==> src/hw/rtl/fixed_point_alu_defines.svh <==
// Assertion macros used by the fixed-point ALU back end.
`ifndef FIXED_POINT_ALU_DEFINES_SVH
`define FIXED_POINT_ALU_DEFINES_SVH

// Check that cons holds in the same cycle as ante.
`define FALU_ASSERT_IMPL(label, clk, rst, ante, cons, msg) \
   label: assert property (@(posedge clk) disable iff (rst) (ante) |-> (cons)) \
      else $error(msg);

// Check a sequence that starts with ante; cons may open with a delay.
`define FALU_ASSERT_SEQ(label, clk, rst, ante, cons, msg) \
   label: assert property (@(posedge clk) disable iff (rst) (ante) |-> cons) \
      else $error(msg);

`endif

==> src/hw/rtl/falu_pkg.sv <==
// Shared types and constants of the fixed-point ALU.
package falu_pkg;

   localparam int DATA_W            = 32;
   localparam int OP_W              = 4;
   localparam int FRAC_BITS_DEFAULT = 8;
   localparam int QUEUE_DEPTH       = 2;

   typedef enum logic [OP_W-1:0] {
      OP_ADD      = 4'd0,
      OP_SUB      = 4'd1,
      OP_MUL      = 4'd2,
      OP_DIV      = 4'd3,
      OP_GT       = 4'd4,
      OP_LT       = 4'd5,
      OP_GE       = 4'd6,
      OP_LE       = 4'd7,
      OP_EQ       = 4'd8,
      OP_NE       = 4'd9,
      OP_MIN      = 4'd10,
      OP_MAX      = 4'd11,
      OP_INC      = 4'd12,
      OP_DEC      = 4'd13,
      OP_FROM_INT = 4'd14,
      OP_TO_INT   = 4'd15
   } op_type;

   // Which back-end path produces the value.
   typedef enum logic [1:0] {
      KIND_FAST = 2'd0,
      KIND_MUL  = 2'd1,
      KIND_DIV  = 2'd2
   } kind_type;

   typedef struct packed {
      op_type                    op;
      kind_type                  kind;
      logic signed [DATA_W-1:0]  a;
      logic signed [DATA_W-1:0]  b;
   } item_type;

   typedef struct packed {
      logic full;
      logic empty;
   } q_status_type;

endpackage

==> src/hw/rtl/falu_queue.sv <==
// Short queue that decouples the front end from the execution back end.
module falu_queue (
   input  logic                   clock,
   input  logic                   reset,
   input  logic                   push,
   input  falu_pkg::item_type     push_item,
   input  logic                   pop,
   output falu_pkg::item_type     head,
   output falu_pkg::q_status_type q_status
);

   localparam int PTR_W = (falu_pkg::QUEUE_DEPTH > 1) ? $clog2(falu_pkg::QUEUE_DEPTH) : 1;
   localparam int CNT_W = $clog2(falu_pkg::QUEUE_DEPTH + 1);

   falu_pkg::item_type slot_ff [falu_pkg::QUEUE_DEPTH];

   logic [PTR_W-1:0] wr_ptr_ff, wr_ptr_in;
   logic [PTR_W-1:0] rd_ptr_ff, rd_ptr_in;
   logic [CNT_W-1:0] count_ff, count_in;

   function automatic logic [PTR_W-1:0] ptr_next(input logic [PTR_W-1:0] p);
      if (p == PTR_W'(falu_pkg::QUEUE_DEPTH - 1)) begin
         return '0;
      end
      return p + PTR_W'(1);
   endfunction

   always_comb begin
      wr_ptr_in = push ? ptr_next(wr_ptr_ff) : wr_ptr_ff;
      rd_ptr_in = pop  ? ptr_next(rd_ptr_ff) : rd_ptr_ff;
      count_in  = count_ff;
      if (push && !pop) begin
         count_in = count_ff + CNT_W'(1);
      end else if (pop && !push) begin
         count_in = count_ff - CNT_W'(1);
      end
   end

   always_ff @(posedge clock) begin
      if (reset) begin
         wr_ptr_ff <= '0;
         rd_ptr_ff <= '0;
         count_ff  <= '0;
      end else begin
         wr_ptr_ff <= wr_ptr_in;
         rd_ptr_ff <= rd_ptr_in;
         count_ff  <= count_in;
      end
   end

   always_ff @(posedge clock) begin
      if (push) begin
         slot_ff[wr_ptr_ff] <= push_item;
      end
   end

   assign head           = slot_ff[rd_ptr_ff];
   assign q_status.full  = (count_ff == CNT_W'(falu_pkg::QUEUE_DEPTH));
   assign q_status.empty = (count_ff == '0);

endmodule

==> config.mk <==
export PLATFORM = sky130hd
export DESIGN_NAME = falu_queue
export DESIGN_NICKNAME = d
export VERILOG_FILES = /design/src/hw/rtl/fixed_point_alu_defines.svh /design/src/hw/rtl/falu_pkg.sv /design/src/hw/rtl/falu_queue.sv
export SDC_FILE = /design/constraint.sdc
export NUM_CORES = 1
export LEC_CHECK = 0
export ABC_AREA = 1
export BUFFER_PORTS_ARGS = -buffer_cell sky130_fd_sc_hd__buf_2
export CAP_MARGIN = 20
export CORE_AREA = 10 10 138 140
export CTS_BUF_LIST = sky130_fd_sc_hd__clkbuf_16
export CTS_CLUSTER_SIZE = 12
export DETAILED_ROUTE_END_ITERATION = 10
export DIE_AREA = 0 0 148 150
export MAX_ROUTING_LAYER = met4
export SLEW_MARGIN = 15
export SYNTH_ARGS = -nofsm -noshare
export SYNTH_HDL_FRONTEND = slang
export SYNTH_SLANG_ARGS = --single-unit
export TNS_END_PERCENT = 10
==> constraint.sdc <==
create_clock -name clock -period 4.5 [get_ports clock]
set_input_delay 0.45 -clock clock [delete_from_list [all_inputs] [get_ports clock]]
set_output_delay 0.45 -clock clock [all_outputs]
set_load 0.005 [all_outputs]
; ---- Word level (Yosys, flattened, before mapping)
; Memories as Yosys holds them, arrays and structs flattened. A register that Yosys moved wholly into a read port is not among the register bits.
; Index checks and enable logic that the tools add are counted.
[word_totals]
output_inout_bits = 72
elab_cells = 27
memories = 1
ram_bits = 140
ff_bits = 4
[memory_table]
columns = memory, words, word_bits, rd, rd_clocked_by_memory_dff, write_ports, line
row1 = slot_ff, 2, 70, 1, 1, 1, falu_queue.sv:15  ; falu_pkg::item_type slot_ff [falu_pkg::QUEUE_DEPTH];
[classes]
addsub = 4
n_mux = 12
n_eq_ne = 1
reduce_logical = 6
[op_table]
columns = operator, n
row1 = $mux W1, 10
row2 = $mux W2, 2
row3 = $add A1 B1 Y1 const B, 2
row4 = $add A2 B1 Y2 const B, 1
row5 = $eq A2 B2 Y1 const B, 1
row6 = $logic_and A1 B1 Y1, 2
row7 = $logic_not A1 Y1, 2
row8 = $logic_not A2 Y1, 1
row9 = $reduce_bool A2 Y1, 1
row10 = $sub A2 B1 Y2 const B, 1

; ---- Logic depth before layout (Yosys ltp)
[depth]
ltp_word = 4
ltp_mapped = 8
mapped_depth_nobuf = 8

; ---- Worst setup path after synthesis
; OpenSTA, ideal clock, no wires.
[synth_timing]
kind = input to register
startpoint = input push
endpoint = memory slot_ff[0][0] (netlist name) (enable)
setup_slack_ns = 0.575
stages = 2
path_buffers = 0
required_time_ns = 4.000
arrival_time_ns = 3.424
path_cell_list = inv_1 nor2_1
[synth_between]
elab_chain_len = 2
[synth_lines]
columns = item, line
row1 = start: declaration, falu_queue.sv:5  ; input logic push,
row2 = $mux W1, falu_queue.sv:52  ; if (push) begin
row3 = $mux W1 (implied by the code), falu_queue.sv:53  ; slot_ff[wr_ptr_ff] <= push_item;
row4 = end: declaration, falu_queue.sv:15
; Every way passes these cells.

==> impl_results.md <==
* Max Clk Rate at 0.374 GHz
* Status: complete, no violations
* Setup TNS at 0 ns
* CTS H-Tree Depth at 4
* Worst vdd ir at 0.232 mV
* Design area at 7130 um2
* # diodes at 0
* Slew Limit Headroom at 0.432
* Clk sink count at 145
* Tmin final at 2.67 ns
* Number of CTS-inserted buffers at 17
* Syn nets at 326
* Layout Nets at 487
* Post-synthesis mux area share at 0.187
* Area leader, netlist: edfxtp_1
* Die area at 22200 um2
* Combinational family with the most area after synthesis: multiplexers
* CP max FO at 44
* DRC viols at 0
* Cell area after synthesis at 5630 um2
* Initial Util at 0.345
* Finished Layout Cells at 645
* Drt first-iter violations at 119
* Die width at 148 um
* Complex-gate fraction of the synthesized area at 0.00178
* CTS Root Cell: clkbuf_16
* Yosys cell types at 15
* Synthesized flop and latch total at 145
* Tot Pwr at 3.29 mW
* Crit path setup slack, layout at 1.83 ns
* Number of routed nets with antenna violations at 0
* Core area at 16300 um2
* Fin crit share at 0.594
* Largest net degree at the start of global routing at 45
* Clk buf depth at 2
* Layout cells sized above 1 at 0.588
* Die Y at 150 um
* Post-Route WL at 11.2 mm
* Post-CTS Resized at 0
* Row count at 47
* Synth top area cells: edfxtp_1, mux2_4, buf_12
* Fin. Hold Viols at 0
* Worst Skew at 0.00703 ns
* First-pass GRT wire length at 17.0 mm
* Max-Cap Viols at 0
* Vias/cell at 4.21
* CTS tree: built
* Placer congestion estimate at 0.718
* Tightest Hold Check Type: in2reg
* Number of buffers added for setup after CTS at 0
* Vias at 2716
* Synth top area share at 0.746
* CP startpoint kind: flop
* Static leakage at 2.87 nW
* Worst-path clk slew at 0.06 ns
* First-pass DRT Iterations at 4
* Placed cell count at 612
* Slew of the pin with the lowest slew margin at 0.853 ns
* CTS Hold Buffers Added at 0
* Final setup violating endpoints at 0
* Worst Setup Path Type: reg2out
* Worst Path Arrival at 2.22 ns
* Yosys warns at 0
* CP endpoint kind: output pin
* Most common cell after layout, fill and taps aside: buf_2
* Syn Area/Cell at 22.4 um2
* Vias in the first global route at 3091
* Io pins at 146
* Share of the yosys chip area belonging to registers at 0.764
* Simple-Gate Fraction of Synth Area at 0.0109
* Most frequent cells in the layout: buf_2, edfxtp_1, mux2_4
* Final slew viol count at 0
* Pwr/cell area at 460 nW/um2
* Area after DPL at 6540 um2
* Post-Synthesis Cells at 251
* Port Buf Inserts at 145
* Fill count at 1498
* Clk_lat worst skew at 0.41 ns
* Global Route Usage Sum at 0.105
* Routed length per instance at 17.3 um
* Initial antenna violation count at 0
* Synth-to-layout area growth at 26.7%
* Adder-cell area share of the yosys netlist at 0.00222
* GR Overflow Total at 0
* WP data required at 4.05 ns
* RSZ-0062 raised after global routing: no
* Dpl hpwl at 7.69 mm
* Xor/xnor share of the synthesized area at 0.00155
* Pre-CTS WS at 2.22 ns
## per-stage QoR
stage                     utilization  hold slack (ns)
after floorplan                     -            0.480
after global placement          0.400            0.495
after detailed placement        0.400            0.507
after CTS                       0.435            0.195
after global routing            0.436            0.198
final                           0.436            0.226
## flip-flops by register name, indices dropped and copies added, names as in the netlist, named ones only
register and count:
wr_ptr_ff 1, count_ff 2, slot_ff 140, rd_ptr_ff 1
## critical path, stage by stage, from the launching register on
cell and delay [ns]:
dfxtp_4 0.91, buf_4 0.42, mux2_4 0.33, buf_2 0.13
## kinds of logic (layout without fill, tap and decap cells)
kind of cell / count (synthesis) / in the layout
buffers and inverters: 17 / 191
AOI/OAI and AO/OA: 2 / 2
and+or+nand+nor: 15 / 15
xor gates and xnor gates: 1 / 1
muxes: 70 / 70
adders and majority gates: 1 / 1
DFF: 145 / 145
## layout make-up
type,count,area (um2),area share
repair buffers,150,788,0.110
multi-input cells,89,1150,0.161
inverters,9,35.0,0.00491
flip-flops and latches,145,4310,0.604
well taps,220,275,0.0386
clock inverters,15,151,0.0212
clock buffers,17,425,0.0596
## synth_stat cells, drive strengths merged
library cell	count
edfxtp	140
mux2	70
inv	9
buf	8
nor2	7
dfxtp	5
nand2	5
a21oi	1
ha	1
nand3	1
nand4	1
nor3	1
o21ai	1
xnor2	1
## report_power, final
group	switching (mW)	total, mW	internal [mW]
Clock	0.509	1.37	0.857
Sequential	0.0409	1.60	1.56
Combinational	0.131	0.315	0.184
Total	0.681	3.29	2.60
## final timing paths
kind | cells after the start | to | startpoint | slack (ns)
worst max-delay path | 3 | head[32] | flop | 1.83
worst min-delay path | 1 | slot_ff[0][61] | push_item[61] | 0.23
worst max register to register | 3 | slot_ff[1][11] | wr_ptr_ff | 2.59
worst min register to register | 2 | flop | rd_ptr_ff | 0.51
## layer usage
metal / global-route usage / share of wire / vias up
met5: - / 0 / -
met4: 0.0401 / 0.012 / 0
met3: 0.0435 / 0.054 / 12
met2: 0.167 / 0.51 / 94
met1: 0.115 / 0.43 / 1315
li1: - / - / 1295
Power figures use the tool's default switching activity.
